`config.mk`:
```
export PLATFORM = sky130hd
export DESIGN_NAME = balanced_placement_selector_flat
export DESIGN_NICKNAME = d
export VERILOG_FILES = /design/src/rtl/bps_pkg.sv /design/src/rtl/bps_chan_if.sv /design/src/rtl/bps_div.sv /design/src/rtl/balanced_placement_selector.sv /design/src/flat_wrapper.sv
export SDC_FILE = /design/constraint.sdc
export NUM_CORES = 1
export LEC_CHECK = 0
export BUFFER_PORTS_ARGS = -buffer_cell sky130_fd_sc_hd__buf_2
export CAP_MARGIN = 40
export CORE_MARGIN = 3
export CORE_UTILIZATION = 62
export DETAILED_ROUTE_END_ITERATION = 7
export PLACE_DENSITY = 0.81
export SLEW_MARGIN = 5
export SYNTH_ARGS = -nofsm -noshare
export SYNTH_HDL_FRONTEND = slang
export SYNTH_SLANG_ARGS = --single-unit
```
`constraint.sdc`:
```
create_clock -name i_clk -period 8.6 [get_ports i_clk]
set_clock_uncertainty 0.1 [all_clocks]
set_input_delay 0.43 -clock i_clk [delete_from_list [all_inputs] [get_ports i_clk]]
set_output_delay 0.43 -clock i_clk [all_outputs]
set_load 0.02 [all_outputs]
```
`src/rtl/bps_pkg.sv`:
```
package bps_pkg;

    localparam int MAX_HOSTS_DEF  = 256;

    localparam int FRAC_BITS      = 16;
    localparam int RATIO_W        = 21;
    localparam logic [RATIO_W-1:0] RATIO_MAX = 21'h100000;
    localparam int DELTA_W        = 22;
    localparam int HOST_W         = 8;

    localparam int CPU_LIM_W      = 17;
    localparam int CPU_USE_W      = 16;
    localparam int MEM_LIM_W      = 33;
    localparam int MEM_USE_W      = 32;
    localparam int LOAD_W         = 24;
    localparam int CORES_W        = 11;
    localparam int CPU_SUM_W      = 25;
    localparam int CPU_DEN_W      = 21;
    localparam int MILLI_PER_CORE = 1000;

    // Divider operands: dividend is the widest usage sum, divisor the memory size.
    localparam int NUM_W          = 33;
    localparam int DEN_W          = 32;
    // Two quotient bits per step; 22 bits cover every unsaturated ratio.
    localparam int QUO_W          = 22;
    localparam int DIV_STEPS      = QUO_W / 2;

    typedef struct packed {
        logic             start;
        logic [NUM_W-1:0] num;
        logic [DEN_W-1:0] den;
    } t_div_req;

    typedef struct packed {
        logic               done;
        logic [RATIO_W-1:0] quo;
    } t_div_rsp;

    typedef enum logic [5:0] {
        S_IDLE      = 6'b000001,
        S_PREP      = 6'b000010,
        S_DIV_START = 6'b000100,
        S_DIV_WAIT  = 6'b001000,
        S_SCORE     = 6'b010000,
        S_UPD       = 6'b100000
    } t_state;

    typedef enum logic [1:0] {
        SEL_CPU_BEFORE = 2'd0,
        SEL_MEM_BEFORE = 2'd1,
        SEL_CPU_AFTER  = 2'd2,
        SEL_MEM_AFTER  = 2'd3
    } t_div_sel;

endpackage

```
`src/rtl/bps_chan_if.sv`:
```
interface bps_in_if;
    logic                                   valid;
    logic                                   ready;
    logic signed [bps_pkg::CPU_LIM_W-1:0]   unit_cpu_limit;
    logic        [bps_pkg::CPU_USE_W-1:0]   unit_cpu_usage;
    logic signed [bps_pkg::MEM_LIM_W-1:0]   unit_mem_limit;
    logic        [bps_pkg::MEM_USE_W-1:0]   unit_mem_usage;
    logic        [bps_pkg::LOAD_W-1:0]      host_load;
    logic        [bps_pkg::CORES_W-1:0]     host_cores;
    logic        [bps_pkg::MEM_USE_W-1:0]   host_mem_used;
    logic        [bps_pkg::MEM_USE_W-1:0]   host_mem_size;
    logic                                   final_host;

    modport source (
        output valid, unit_cpu_limit, unit_cpu_usage, unit_mem_limit, unit_mem_usage,
               host_load, host_cores, host_mem_used, host_mem_size, final_host,
        input  ready
    );
    modport sink (
        input  valid, unit_cpu_limit, unit_cpu_usage, unit_mem_limit, unit_mem_usage,
               host_load, host_cores, host_mem_used, host_mem_size, final_host,
        output ready
    );
endinterface

interface bps_out_if;
    logic                                 valid;
    logic                                 ready;
    logic        [bps_pkg::HOST_W-1:0]    chosen_host;
    logic signed [bps_pkg::DELTA_W-1:0]   chosen_delta;

    modport source (
        output valid, chosen_host, chosen_delta,
        input  ready
    );
    modport sink (
        input  valid, chosen_host, chosen_delta,
        output ready
    );
endinterface

```
`src/rtl/bps_div.sv`:
```
module bps_div (
    input  logic              i_clk,
    input  logic              i_rst_n,
    input  bps_pkg::t_div_req i_req,
    output bps_pkg::t_div_rsp o_rsp
);

    localparam int DEN_W   = bps_pkg::DEN_W;
    localparam int QUO_W   = bps_pkg::QUO_W;
    localparam int RATIO_W = bps_pkg::RATIO_W;
    localparam int FRAC_W  = bps_pkg::FRAC_BITS;
    localparam int LOW_W   = QUO_W - FRAC_W;
    localparam int SAT_SH  = RATIO_W - FRAC_W;
    localparam int STEP_W  = $clog2(bps_pkg::DIV_STEPS);

    logic               r_busy, n_busy;
    logic               r_done, n_done;
    logic [DEN_W-1:0]   r_rem,  n_rem;
    logic [DEN_W-1:0]   r_den,  n_den;
    logic [QUO_W-1:0]   r_quo,  n_quo;
    logic [QUO_W-1:0]   r_bits, n_bits;
    logic [STEP_W-1:0]  r_step, n_step;
    logic [RATIO_W-1:0] r_res,  n_res;

    logic [DEN_W:0]     w_t1, w_t2;
    logic [DEN_W-1:0]   w_rem1, w_rem2;
    logic               w_q1, w_q2;
    logic [QUO_W-1:0]   w_quo;
    logic               w_sat;

    // Two restoring steps per cycle; each partial remainder stays below the divisor.
    always_comb begin
        w_t1   = {r_rem, r_bits[QUO_W-1]};
        w_q1   = (w_t1 >= {1'b0, r_den});
        w_rem1 = w_q1 ? DEN_W'(w_t1 - {1'b0, r_den}) : w_t1[DEN_W-1:0];
        w_t2   = {w_rem1, r_bits[QUO_W-2]};
        w_q2   = (w_t2 >= {1'b0, r_den});
        w_rem2 = w_q2 ? DEN_W'(w_t2 - {1'b0, r_den}) : w_t2[DEN_W-1:0];
        w_quo  = {r_quo[QUO_W-3:0], w_q1, w_q2};
    end

    // The quotient would not fit its bits when num is at least 32 times den.
    assign w_sat = (i_req.den == '0) ||
                   ({{SAT_SH{1'b0}}, i_req.num} >= {1'b0, i_req.den, {SAT_SH{1'b0}}});

    always_comb begin
        n_busy = r_busy;
        n_done = 1'b0;
        n_rem  = r_rem;
        n_den  = r_den;
        n_quo  = r_quo;
        n_bits = r_bits;
        n_step = r_step;
        n_res  = r_res;
        if (i_req.start) begin
            if (w_sat) begin
                n_done = 1'b1;
                n_res  = bps_pkg::RATIO_MAX;
            end else begin
                n_busy = 1'b1;
                n_den  = i_req.den;
                n_rem  = DEN_W'(i_req.num >> LOW_W);
                n_bits = {i_req.num[LOW_W-1:0], {FRAC_W{1'b0}}};
                n_quo  = '0;
                n_step = STEP_W'(bps_pkg::DIV_STEPS - 1);
            end
        end else if (r_busy) begin
            n_rem  = w_rem2;
            n_quo  = w_quo;
            n_bits = r_bits << 2;
            if (r_step == '0) begin
                n_busy = 1'b0;
                n_done = 1'b1;
                if (w_quo > QUO_W'(bps_pkg::RATIO_MAX)) begin
                    n_res = bps_pkg::RATIO_MAX;
                end else begin
                    n_res = w_quo[RATIO_W-1:0];
                end
            end else begin
                n_step = r_step - 1'b1;
            end
        end
    end

    always_ff @(posedge i_clk) begin
        if (!i_rst_n) begin
            r_busy <= 1'b0;
            r_done <= 1'b0;
        end else begin
            r_busy <= n_busy;
            r_done <= n_done;
        end
        r_rem  <= n_rem;
        r_den  <= n_den;
        r_quo  <= n_quo;
        r_bits <= n_bits;
        r_step <= n_step;
        r_res  <= n_res;
    end

    assign o_rsp.done = r_done;
    assign o_rsp.quo  = r_res;

endmodule

```
`src/rtl/balanced_placement_selector.sv`:
```
// Channel   Direction  Payload
// i_in      in         workload demand and one candidate server, final_host marker
// o_out     out        chosen_host, chosen_delta (one beat per placement)
//
// Each server beat runs four saturating divisions that share one radix-4 divider
// of 11 steps, each with a start and a wait state, plus the idle, prep, score and
// update states; the next server is accepted only back in idle. A division that
// saturates skips the steps and answers in the cycle after its start.
// Reset clears the sequencer, the running choice and the output valid.
// A result waits in the output register; only a final beat that finds it still
// untaken holds the sequencer until o_out.ready.
module balanced_placement_selector #(
    parameter int MAX_HOSTS = bps_pkg::MAX_HOSTS_DEF
) (
    input  logic             i_clk,
    input  logic             i_rst_n,
    bps_in_if.sink           i_in,
    bps_out_if.source        o_out
);

    localparam int CNT_W   = $clog2(MAX_HOSTS);
    localparam int HOST_W  = bps_pkg::HOST_W;
    localparam int DELTA_W = bps_pkg::DELTA_W;
    localparam int RATIO_W = bps_pkg::RATIO_W;
    localparam int NUM_W   = bps_pkg::NUM_W;
    localparam int DEN_W   = bps_pkg::DEN_W;

    bps_pkg::t_state   r_state, n_state;
    bps_pkg::t_div_sel r_sel,   n_sel;

    logic [bps_pkg::LOAD_W-1:0]    r_load;
    logic [bps_pkg::CORES_W-1:0]   r_cores;
    logic [bps_pkg::MEM_USE_W-1:0] r_mused;
    logic [bps_pkg::MEM_USE_W-1:0] r_msize;
    logic [bps_pkg::CPU_USE_W-1:0] r_ucpu;
    logic [bps_pkg::MEM_USE_W-1:0] r_umem;
    logic                          r_last;
    logic [bps_pkg::CPU_DEN_W-1:0] r_cpu_den;
    logic [bps_pkg::CPU_SUM_W-1:0] r_cpu_sum;
    logic [NUM_W-1:0]              r_mem_sum;

    logic [RATIO_W-1:0] r_q [4];
    logic [RATIO_W-1:0] r_before, r_after;

    logic signed [DELTA_W-1:0] r_best;
    logic [CNT_W-1:0]          r_best_idx;
    logic [CNT_W-1:0]          r_cnt;
    logic                      r_seen;

    logic                      r_out_valid;
    logic [HOST_W-1:0]         r_out_host;
    logic signed [DELTA_W-1:0] r_out_delta;

    logic [bps_pkg::CPU_USE_W-1:0] w_ucpu;
    logic [bps_pkg::MEM_USE_W-1:0] w_umem;
    logic signed [DELTA_W-1:0]     w_delta;
    logic [CNT_W+HOST_W-1:0]       w_idx_ext;
    logic                          w_take;
    logic                          w_out_busy;
    bps_pkg::t_div_req             w_req;
    bps_pkg::t_div_rsp             w_rsp;

    bps_div u_div (
        .i_clk   (i_clk),
        .i_rst_n (i_rst_n),
        .i_req   (w_req),
        .o_rsp   (w_rsp)
    );

    assign i_in.ready = (r_state == bps_pkg::S_IDLE);

    // An all-ones limit selects usage; any other negative limit counts as zero.
    always_comb begin
        if (&i_in.unit_cpu_limit) begin
            w_ucpu = i_in.unit_cpu_usage;
        end else if (i_in.unit_cpu_limit[bps_pkg::CPU_LIM_W-1]) begin
            w_ucpu = '0;
        end else begin
            w_ucpu = i_in.unit_cpu_limit[bps_pkg::CPU_USE_W-1:0];
        end
        if (&i_in.unit_mem_limit) begin
            w_umem = i_in.unit_mem_usage;
        end else if (i_in.unit_mem_limit[bps_pkg::MEM_LIM_W-1]) begin
            w_umem = '0;
        end else begin
            w_umem = i_in.unit_mem_limit[bps_pkg::MEM_USE_W-1:0];
        end
    end

    always_comb begin
        w_req.start = (r_state == bps_pkg::S_DIV_START);
        case (r_sel)
            bps_pkg::SEL_CPU_BEFORE: begin
                w_req.num = NUM_W'(r_load);
                w_req.den = DEN_W'(r_cpu_den);
            end
            bps_pkg::SEL_MEM_BEFORE: begin
                w_req.num = NUM_W'(r_mused);
                w_req.den = r_msize;
            end
            bps_pkg::SEL_CPU_AFTER: begin
                w_req.num = NUM_W'(r_cpu_sum);
                w_req.den = DEN_W'(r_cpu_den);
            end
            default: begin
                w_req.num = r_mem_sum;
                w_req.den = r_msize;
            end
        endcase
    end

    assign w_delta    = DELTA_W'({1'b0, r_after}) - DELTA_W'({1'b0, r_before});
    assign w_take     = !r_seen || (w_delta < r_best);
    assign w_idx_ext  = {{HOST_W{1'b0}}, (w_take ? r_cnt : r_best_idx)};
    assign w_out_busy = r_out_valid && !o_out.ready;

    always_comb begin
        n_state = r_state;
        n_sel   = r_sel;
        case (r_state)
            bps_pkg::S_IDLE: begin
                if (i_in.valid) begin
                    n_state = bps_pkg::S_PREP;
                end
            end
            bps_pkg::S_PREP: begin
                n_sel   = bps_pkg::SEL_CPU_BEFORE;
                n_state = bps_pkg::S_DIV_START;
            end
            bps_pkg::S_DIV_START: begin
                n_state = bps_pkg::S_DIV_WAIT;
            end
            bps_pkg::S_DIV_WAIT: begin
                if (w_rsp.done) begin
                    case (r_sel)
                        bps_pkg::SEL_CPU_BEFORE: begin
                            n_sel   = bps_pkg::SEL_MEM_BEFORE;
                            n_state = bps_pkg::S_DIV_START;
                        end
                        bps_pkg::SEL_MEM_BEFORE: begin
                            n_sel   = bps_pkg::SEL_CPU_AFTER;
                            n_state = bps_pkg::S_DIV_START;
                        end
                        bps_pkg::SEL_CPU_AFTER: begin
                            n_sel   = bps_pkg::SEL_MEM_AFTER;
                            n_state = bps_pkg::S_DIV_START;
                        end
                        default: begin
                            n_state = bps_pkg::S_SCORE;
                        end
                    endcase
                end
            end
            bps_pkg::S_SCORE: begin
                n_state = bps_pkg::S_UPD;
            end
            bps_pkg::S_UPD: begin
                if (!(r_last && w_out_busy)) begin
                    n_state = bps_pkg::S_IDLE;
                end
            end
            default: begin
                n_state = bps_pkg::S_IDLE;
            end
        endcase
    end

    always_ff @(posedge i_clk) begin
        if (!i_rst_n) begin
            r_state     <= bps_pkg::S_IDLE;
            r_sel       <= bps_pkg::SEL_CPU_BEFORE;
            r_best      <= '0;
            r_best_idx  <= '0;
            r_cnt       <= '0;
            r_seen      <= 1'b0;
            r_out_valid <= 1'b0;
        end else begin
            r_state <= n_state;
            r_sel   <= n_sel;
            if (r_state == bps_pkg::S_UPD && r_last && !w_out_busy) begin
                r_out_valid <= 1'b1;
            end else if (o_out.ready) begin
                r_out_valid <= 1'b0;
            end
            if (r_state == bps_pkg::S_UPD && !(r_last && w_out_busy)) begin
                if (r_last) begin
                    // The placement ends here: publish the choice and start over.
                    r_out_host  <= w_idx_ext[HOST_W-1:0];
                    r_out_delta <= w_take ? w_delta : r_best;
                    r_best      <= '0;
                    r_best_idx  <= '0;
                    r_cnt       <= '0;
                    r_seen      <= 1'b0;
                end else begin
                    if (w_take) begin
                        r_best     <= w_delta;
                        r_best_idx <= r_cnt;
                    end
                    r_seen <= 1'b1;
                    if (r_cnt < CNT_W'(MAX_HOSTS - 1)) begin
                        r_cnt <= r_cnt + 1'b1;
                    end
                end
            end
        end

        if (i_in.valid && i_in.ready) begin
            r_load  <= i_in.host_load;
            r_cores <= i_in.host_cores;
            r_mused <= i_in.host_mem_used;
            r_msize <= i_in.host_mem_size;
            r_ucpu  <= w_ucpu;
            r_umem  <= w_umem;
            r_last  <= i_in.final_host;
        end
        if (r_state == bps_pkg::S_PREP) begin
            r_cpu_den <= bps_pkg::CPU_DEN_W'(r_cores) *
                         bps_pkg::CPU_DEN_W'(bps_pkg::MILLI_PER_CORE);
            r_cpu_sum <= bps_pkg::CPU_SUM_W'(r_load) + bps_pkg::CPU_SUM_W'(r_ucpu);
            r_mem_sum <= NUM_W'(r_mused) + NUM_W'(r_umem);
        end
        if (r_state == bps_pkg::S_DIV_WAIT && w_rsp.done) begin
            r_q[r_sel] <= w_rsp.quo;
        end
        if (r_state == bps_pkg::S_SCORE) begin
            r_before <= (r_q[0] >= r_q[1]) ? (r_q[0] - r_q[1]) : (r_q[1] - r_q[0]);
            r_after  <= (r_q[2] >= r_q[3]) ? (r_q[2] - r_q[3]) : (r_q[3] - r_q[2]);
        end
    end

    assign o_out.valid        = r_out_valid;
    assign o_out.chosen_host  = r_out_host;
    assign o_out.chosen_delta = r_out_delta;

    // The divider only answers a request that the sequencer is waiting on.
    a_div_done_expected: assert property (@(posedge i_clk) disable iff (!i_rst_n)
        w_rsp.done |-> (r_state == bps_pkg::S_DIV_WAIT))
        else $error("divider done outside of its wait state");

    // The server count and the seen flag move together.
    a_seen_count: assert property (@(posedge i_clk) disable iff (!i_rst_n)
        (r_seen == (r_cnt != '0)))
        else $error("server count disagrees with seen flag");

    // A final server always yields a result beat and a cleared choice.
    a_final_result: assert property (@(posedge i_clk) disable iff (!i_rst_n)
        (r_state == bps_pkg::S_UPD && r_last && !w_out_busy)
        |=> (r_out_valid && !r_seen && r_state == bps_pkg::S_IDLE))
        else $error("final server did not produce a result");

endmodule
```
`src/flat_wrapper.sv`:
```
// flat-port wrapper written by rule: the top's interface ports become plain ports
module balanced_placement_selector_flat 
#(
    parameter int MAX_HOSTS = bps_pkg::MAX_HOSTS_DEF
)
  (i_clk, i_rst_n, i_in_valid, i_in_unit_cpu_limit, i_in_unit_cpu_usage, i_in_unit_mem_limit, i_in_unit_mem_usage, i_in_host_load, i_in_host_cores, i_in_host_mem_used, i_in_host_mem_size, i_in_final_host, i_in_ready, o_out_valid, o_out_chosen_host, o_out_chosen_delta, o_out_ready);
  bps_in_if i_in_i ();
  bps_out_if o_out_i ();
  input  logic i_clk;
  input  logic i_rst_n;
  input wire logic [$bits(i_in_i.valid)-1:0] i_in_valid;
  input wire logic [$bits(i_in_i.unit_cpu_limit)-1:0] i_in_unit_cpu_limit;
  input wire logic [$bits(i_in_i.unit_cpu_usage)-1:0] i_in_unit_cpu_usage;
  input wire logic [$bits(i_in_i.unit_mem_limit)-1:0] i_in_unit_mem_limit;
  input wire logic [$bits(i_in_i.unit_mem_usage)-1:0] i_in_unit_mem_usage;
  input wire logic [$bits(i_in_i.host_load)-1:0] i_in_host_load;
  input wire logic [$bits(i_in_i.host_cores)-1:0] i_in_host_cores;
  input wire logic [$bits(i_in_i.host_mem_used)-1:0] i_in_host_mem_used;
  input wire logic [$bits(i_in_i.host_mem_size)-1:0] i_in_host_mem_size;
  input wire logic [$bits(i_in_i.final_host)-1:0] i_in_final_host;
  output wire logic [$bits(i_in_i.ready)-1:0] i_in_ready;
  output wire logic [$bits(o_out_i.valid)-1:0] o_out_valid;
  output wire logic [$bits(o_out_i.chosen_host)-1:0] o_out_chosen_host;
  output wire logic [$bits(o_out_i.chosen_delta)-1:0] o_out_chosen_delta;
  input wire logic [$bits(o_out_i.ready)-1:0] o_out_ready;
  assign i_in_i.valid = i_in_valid;
  assign i_in_i.unit_cpu_limit = i_in_unit_cpu_limit;
  assign i_in_i.unit_cpu_usage = i_in_unit_cpu_usage;
  assign i_in_i.unit_mem_limit = i_in_unit_mem_limit;
  assign i_in_i.unit_mem_usage = i_in_unit_mem_usage;
  assign i_in_i.host_load = i_in_host_load;
  assign i_in_i.host_cores = i_in_host_cores;
  assign i_in_i.host_mem_used = i_in_host_mem_used;
  assign i_in_i.host_mem_size = i_in_host_mem_size;
  assign i_in_i.final_host = i_in_final_host;
  assign i_in_ready = i_in_i.ready;
  assign o_out_valid = o_out_i.valid;
  assign o_out_chosen_host = o_out_i.chosen_host;
  assign o_out_chosen_delta = o_out_i.chosen_delta;
  assign o_out_i.ready = o_out_ready;
  balanced_placement_selector #(.MAX_HOSTS(MAX_HOSTS)) u_core (.i_clk(i_clk), .i_rst_n(i_rst_n), .i_in(i_in_i), .o_out(o_out_i));
endmodule
```
**Word-level counts from Yosys, hierarchy flattened**

Memory sizes are Yosys's and may differ from the RTL's.
Cells that the tools add are included.
W data, S select, Z words.

- $add $sub $neg: 11
- $mul: 1
- $lt $le $gt $ge: 8
- Equal/unequal tests: 15
- Mux-type cells: 54
- Bitwise gates (word level): 1
- Reduce and logical (&&, ||, !) cells: 32

Operators with widths:

| kind | number |
|---|---|
| $mux W32 | 7 |
| $pmux W65 S3 | 1 |
| $mux W21 | 7 |
| $mux W22 | 5 |
| $sub A21 B21 Y21 | 4 |
| $ge A33 B32 Y1 | 2 |
| $sub A32 B32 Y32 | 2 |
| $mux W20 | 3 |
| $ge A21 B21 Y1 | 2 |
| $ge A33 B37 Y1 | 1 |
| $pmux W6 S6 | 1 |
| $add A32 B32 Y33 | 1 |
| $reduce_and A33 Y1 | 1 |
| $logic_not A32 Y1 | 1 |
| $mux W16 | 2 |
| $mux W8 | 4 |
| $add A24 B16 Y25 | 1 |
| $gt A22 B21 Y1 const B | 1 |
| $lt A22 B22 Y1 | 1 |
| $sub A21 B21 Y22 | 1 |
| $mul A11 B7 Y18 const B | 1 |
| $mux W6 | 3 |
| $reduce_and A17 Y1 | 1 |
| $mux W4 | 4 |
| other kinds (29) | 65 |

- Register bits: 477
- RAM bits: 84
- Input bits: 202
- Output and inout port bits: 32
- Word-level logic and storage cells: 152
- Memories: 1

Memory list:

| memory | depth | bits a word | read ports | clocked after Yosys merged registers in | wr ports | RTL line | source |
|---|---|---|---|---|---|---|---|
| u_core.r_q | 4 | 21 | 4 | 0 | 1 | balanced_placement_selector.sv:42 | `logic [RATIO_W-1:0] r_q [4];` |

**Longest topological paths before layout**

- Depth after elaboration: 8
- Depth in mapped cells: 27
- Depth with buffers taken out: 23

**By module**

A second synthesis with hierarchy kept.

- Cells, all modules: 3283
- Area total of the unflattened synthesis: 34617.0 µm²

By module, submodules not included:

| module | instances | cells each | area each (µm²) | seq. area each (µm²) |
|---|---|---|---|---|
| balanced_placement_selector | 1 | 2292 | 25390.6 | 12371.9 |
| bps_div | 1 | 991 | 9226.3 | 3493.4 |

**Worst setup path after synthesis**

OpenSTA, ideal clock, no wires.

- Kind: reg-to-reg
- Start point: register u_core.r_sel[0]
- End point: register u_core.u_div.r_step[0], enable pin
- Library setup time: 307 ps
- Arrival time: 5563 ps
- Required time: 8193 ps
- Path slack: 2630 ps
- Cell stages (with the launch flop): 20
- Cells stage by stage: dfxtp_1 buf_2 buf_2 inv_1 ha_1 clkbuf_1 clkbuf_1 a222oi_1 a21oi_1 ha_1 nor2b_1 o21a_1 o21a_1 o21a_1 o21a_1 o21ai_0 a41oi_1 or4b_1 a21oi_1 a31o_2

- Longest elaborated chain between the ends: 6
- Elaborated cells between the ends (all ways): 9
- Classes of those cells: order compare: 1; eq/ne: 3; mux: 1; reduce/logical: 4

RTL lines:

| item | RTL line | source |
|---|---|---|
| start: declaration | balanced_placement_selector.sv:29 | `bps_pkg::t_div_sel r_sel, n_sel;` |
| start signal: assignment | balanced_placement_selector.sv:171 | `r_sel <= bps_pkg::SEL_CPU_BEFORE;` |
| start signal: assignment | balanced_placement_selector.sv:179 | `r_sel <= n_sel;` |
| $eq A2 B2 Y1 (tied with other cells) | balanced_placement_selector.sv:92 | `case (r_sel)` |
| $pmux W65 S3 (*) | balanced_placement_selector.sv:92 |  |
| $ge A33 B37 Y1 or $logic_not A32 Y1 (tied branches) | bps_div.sv:44, bps_div.sv:43 |  |
| $logic_or A1 B1 Y1 (*) | bps_div.sv:43 | `assign w_sat = (i_req.den == '0) \|\|` |
| $ne A2 B2 Y1 (no source line) (*) | -- |  |
| $reduce_and A3 Y1 (no source line) (*) | -- |  |
| end signal: assignment | bps_div.sv:97 | `r_step <= n_step;` |
| end: declaration | bps_div.sv:22 | `logic [STEP_W-1:0] r_step, n_step;` |

Mark *: on every way between the ends. The rest lies on a longest branch, timed or not.
A chain may end at the register's enable or synchronous reset.

**Final worst setup path**

- Start point: register u_core.u_div.r_den[1]
- End point: register u_core.u_div.r_res[5] (data pin)

- Longest elaborated chain between the ends: 8
- Elaborated cells between the ends (all ways): 9
- Classes of those cells: add/sub: 1; order compare: 3; mux: 5

RTL lines:

| item | RTL line | source |
|---|---|---|
| start: declaration | bps_div.sv:19 | `logic [DEN_W-1:0] r_den, n_den;` |
| start signal: assignment | bps_div.sv:94 | `r_den <= n_den;` |
| $sub A32 B32 Y32 or $ge A33 B32 Y1 (tied branches) | bps_div.sv:35, bps_div.sv:34 |  |
| $mux W32 | bps_div.sv:35 | `w_rem1 = w_q1 ? DEN_W'(w_t1 - {1'b0, r_den}) : w_t1[DEN_W-1:0];` |
| $ge A33 B32 Y1 | bps_div.sv:37 | `w_q2 = (w_t2 >= {1'b0, r_den});` |
| $gt A22 B21 Y1 (*) | bps_div.sv:74 | `if (w_quo > QUO_W'(bps_pkg::RATIO_MAX)) begin` |
| $mux W21 (*) | bps_div.sv:74 |  |
| $mux W21 (*) | bps_div.sv:71 | `if (r_step == '0) begin` |
| $mux W21 (*) | bps_div.sv:67 | `end else if (r_busy) begin` |
| $mux W21 (*) | bps_div.sv:55 | `if (i_req.start) begin` |
| end signal: assignment | bps_div.sv:98 | `r_res <= n_res;` |
| end: declaration | bps_div.sv:23 | `logic [RATIO_W-1:0] r_res, n_res;` |

Mark *: on every way between the ends. The rest lies on a longest branch, timed or not. The select of a mux whose other input is x is not followed.

==> impl_metrics.ini <==
[floorplanning]
die_w_um = 241
die_area_um2 = 58000
io_pins = 234
core_um2 = 54100
start_util = 0.631
std_cell_rows = 85
die_h_um = 241

[power]
peakVddDrop_mv = 0.305
power.density_nw_per_um2 = 202
power_leakage_nw = 16.5

[critical_path]
cp_data_arrival_time_ns = 7.39
rr_startpoint = u_core.u_div.r_den[1]
cp-start-kind = flip-flop
r2r_slack_ns = 1.61
crit_type = reg -> reg
required_ns = 9.00
timing.rr.end = u_core.u_div.r_res[5]
ff2ff_path_depth = 21
cp_max_fo = 38
end_kind = flip-flop
startpoint = u_core.u_div.r_den[1]

[placed_design]
place.port_buffers = 233
dp_hpwl_um = 67500
place_ws_ns = 1.75
place_congestion = 1.00
dpl_cell_area_um2 = 36200

[clocking]
ctsLongestPathBuffers = 3
ctsHoldBuffers = 135
cts_setup_buffers = 0
clkLatencyLatePin_ns = 0.65
root_buffer = clkbuf_16
cts_resized = 0
path_clk_slew_ns = 0.06
cts_buffers = 58
cts-htree-levels = 2
cts_sinks = 545
tritoncts = yes

[yosys]
synth_ff_type = edfxtp_1
synth_top_family_by_area = compound AO/OA/AOI/OAI gates
synth_cells = 3202
ys_warn_count = 0
synthArstFlopShare = 0
ys_ff_latch = 545
synth_edf_count = 495
synth_fp_nets = 3761
synth-compound-area-share = 0.166
synth.avg_cell_area_um2 = 10.7
synthDistinctLibCells = 82
synth_xor_area_frac = 0.0438
synth_fa_ha_area_frac = 0.140
yosys.area_share.simple = 0.108
syn_area_um2 = 34200
synthMuxAreaShare = 0.0272
seq_area_frac_synth = 0.464

[cells_and_area]
final_layout_size_suffix_gt1_frac = 0.120
finalNetCount = 4117
utilization = 0.729
nFillCells = 3587
final_area_um2 = 39500
syn2layout_area_growth_pct = 15.5

[routing]
drt_iter0_markers = 2724
detail-route-antenna-nets = 0
wl_per_cell_um = 21.9
first_pass_iters = 8
routed_wl_um = 94300
vias = 27100
post_drt_via_cell_ratio = 6.29
drc_errors = 1

[grt]
antenna_found_initial = 2
grt_pass1_vias = 27200
grt_start_max_net_pins = 74
track_usage = 0.325
grt_pass1_wl_um = 147000
gr-total-overflow = 0

[sta]
final-setup-viol-count = 0
tightest_slew_ns = 0.932
hold_viol = 0
min_period_over_period = 0.812
rsz0062_at_grt = false
maxSlewHeadroom = 0.363
whs_ns = 0.0390
finalWorstSetupSlack_ns = 1.61
setup_tns_ns = 0
post-route-min-period_ns = 6.99
drv_slew = 0
fmax_mhz = 143

[run_status]
violations = DRC
run_status = finished with violations

[hold_path]
hp-start = i_in_unit_mem_usage[21]
hold_class = in -> reg
hold_path_end = u_core.r_umem[21]
hold_depth = 3

[run]
drv_cap = 0
[sequential cells by signal, indices dropped and copies added (netlist names), 6 cells and up]
signal / count
u_core.r_before: 21
u_core.u_div.r_rem: 32
u_core.r_state: 6
u_core.r_best: 22
u_core.r_cpu_den: 18
u_core.r_ucpu: 16
u_core.r_mem_sum: 33
u_core.r_best_idx: 8
u_core.r_msize: 32
u_core.u_div.r_den: 32
u_core.r_cnt: 8
u_core.u_div.r_res: 21
u_core.r_q: 84
u_core.r_cores: 11
u_core.o_out.chosen_host: 8
u_core.u_div.r_bits: 6
u_core.o_out.chosen_delta: 22
u_core.u_div.r_quo: 20
u_core.r_mused: 32
u_core.r_umem: 32
u_core.r_cpu_sum: 25
u_core.r_after: 21
u_core.r_load: 24
[through the flow]
| step | cells | power, mW |
|---|---|---|
| finish | 4301 | 7.96 |
| global route | 4301 | 8.27 |
| CTS | 4299 | 7.77 |
| detailed placement | 4058 | 5.24 |
| global placement | 4044 | 5.11 |
| floorplan | 3202 | 4.72 |
[cell usage in the layout, fill, tap and decap left out, types with 50 or more instances in the layout]
cell type and n:
a21o_1 126, a21oi_1 213, and2_1 64, buf_2 233, clkbuf_16 61, dfxtp_1 50, dlygate4sd3_1 135, edfxtp_1 495
ha_1 314, inv_1 338, mux2i_1 61, nand2_1 208, nand4_1 53, nor2_1 179, o21ai_0 173, xnor2_1 112
xor2_1 59
[cells in the mapped netlist (18+ instances only)]
master / n / share of area
edfxtp_1: 495 / 0.43
nand3_1: 34 / 0.0050
nor2_1: 180 / 0.020
a21boi_0: 22 / 0.0048
nor4_1: 22 / 0.0040
fa_1: 43 / 0.025
ha_1: 314 / 0.11
nand2b_1: 29 / 0.0053
mux2_2: 27 / 0.0089
a22o_1: 39 / 0.010
xnor2_1: 112 / 0.029
a211oi_1: 21 / 0.0046
o21a_1: 36 / 0.0079
clkbuf_1: 72 / 0.0079
o211ai_1: 19 / 0.0042
dfxtp_1: 50 / 0.029
inv_1: 339 / 0.037
a31oi_1: 22 / 0.0040
o21ai_0: 173 / 0.025
a21oi_1: 214 / 0.031
buf_2: 18 / 0.0026
a21o_1: 126 / 0.028
or3_1: 18 / 0.0033
a222oi_1: 24 / 0.0070
nand4_1: 53 / 0.0097
xor2_1: 59 / 0.015
nor2b_1: 35 / 0.0064
nor3_1: 43 / 0.0063
o21bai_1: 19 / 0.0042
nand2_1: 208 / 0.023
mux2i_1: 61 / 0.018
and2_1: 65 / 0.012
[cell type report]
cell class / instances / area (um^2) / share of cell area
multi-input cells: 2213 / 16600 / 0.421
flip-flops and latches: 545 / 15900 / 0.402
repair buffers: 401 / 2920 / 0.0741
clock buffers: 75 / 1640 / 0.0415
inverters: 339 / 1270 / 0.0323
well taps: 696 / 871 / 0.0221
clock inverters: 31 / 259 / 0.00656
diodes: 1 / 2.50 / 0.0000634
[power breakdown]
part / switching (mW) / internal (mW) / total, mW
Combinational: 1.31 / 0.901 / 2.21
Clock: 1.06 / 1.43 / 2.49
Sequential: 0.0908 / 3.17 / 3.26
[cells by family (layout without fill, tap and decap cells)]
kind of cell / Yosys count / after routing
AO/OA/AOI/OAI: 850 / 850
AND/OR/NAND/NOR: 746 / 746
flip-flops: 545 / 545
buffers and inverters: 444 / 846
adder cells (fa/ha/maj): 357 / 357
XOR/XNOR: 171 / 171
multiplexers: 89 / 89
other: 0 / 1
[routing by layer]
layer	GRT usage	wire [um]
met5	0	0
met4	0.133	4290
met3	0.0601	7650
met2	0.550	45000
met1	0.416	37300
[worst max-delay path: stages, from the launching register on]
cell	delay, ns
edfxtp_1	0.35
inv_1	0.17
ha_1	0.28
nor2b_1	0.14
o31ai_1	0.40
a31o_1	0.30
a311oi_2	0.18
nor2_1	0.27
o2111a_2	0.76
buf_4	0.40
o31ai_1	0.15
ha_1	0.42
a21o_1	0.21
a21o_1	0.18
a2111oi_0	0.47
o21ai_0	0.21
o2bb2ai_1	0.16
o21bai_1	0.15
a31oi_1	0.20
nand3b_1	0.23
a211oi_2	0.84
and2_1	0.24
[worst max-delay path by stage]
stage	end	slack, ns	cells after the start
5_1_grt	u_core.u_div.r_res[5]	1.09	22
3_5_place_dp	u_core.u_div.r_res[5]	1.75	21
6_report	u_core.u_div.r_res[5]	1.61	21
4_1_cts	u_core.u_div.r_res[5]	1.69	21
2_1_floorplan	u_core.u_div.r_step[0]	2.63	19
3_3_place_gp	u_core.u_div.r_rem[5]	1.78	21
(Power assumes the default switching activity.)
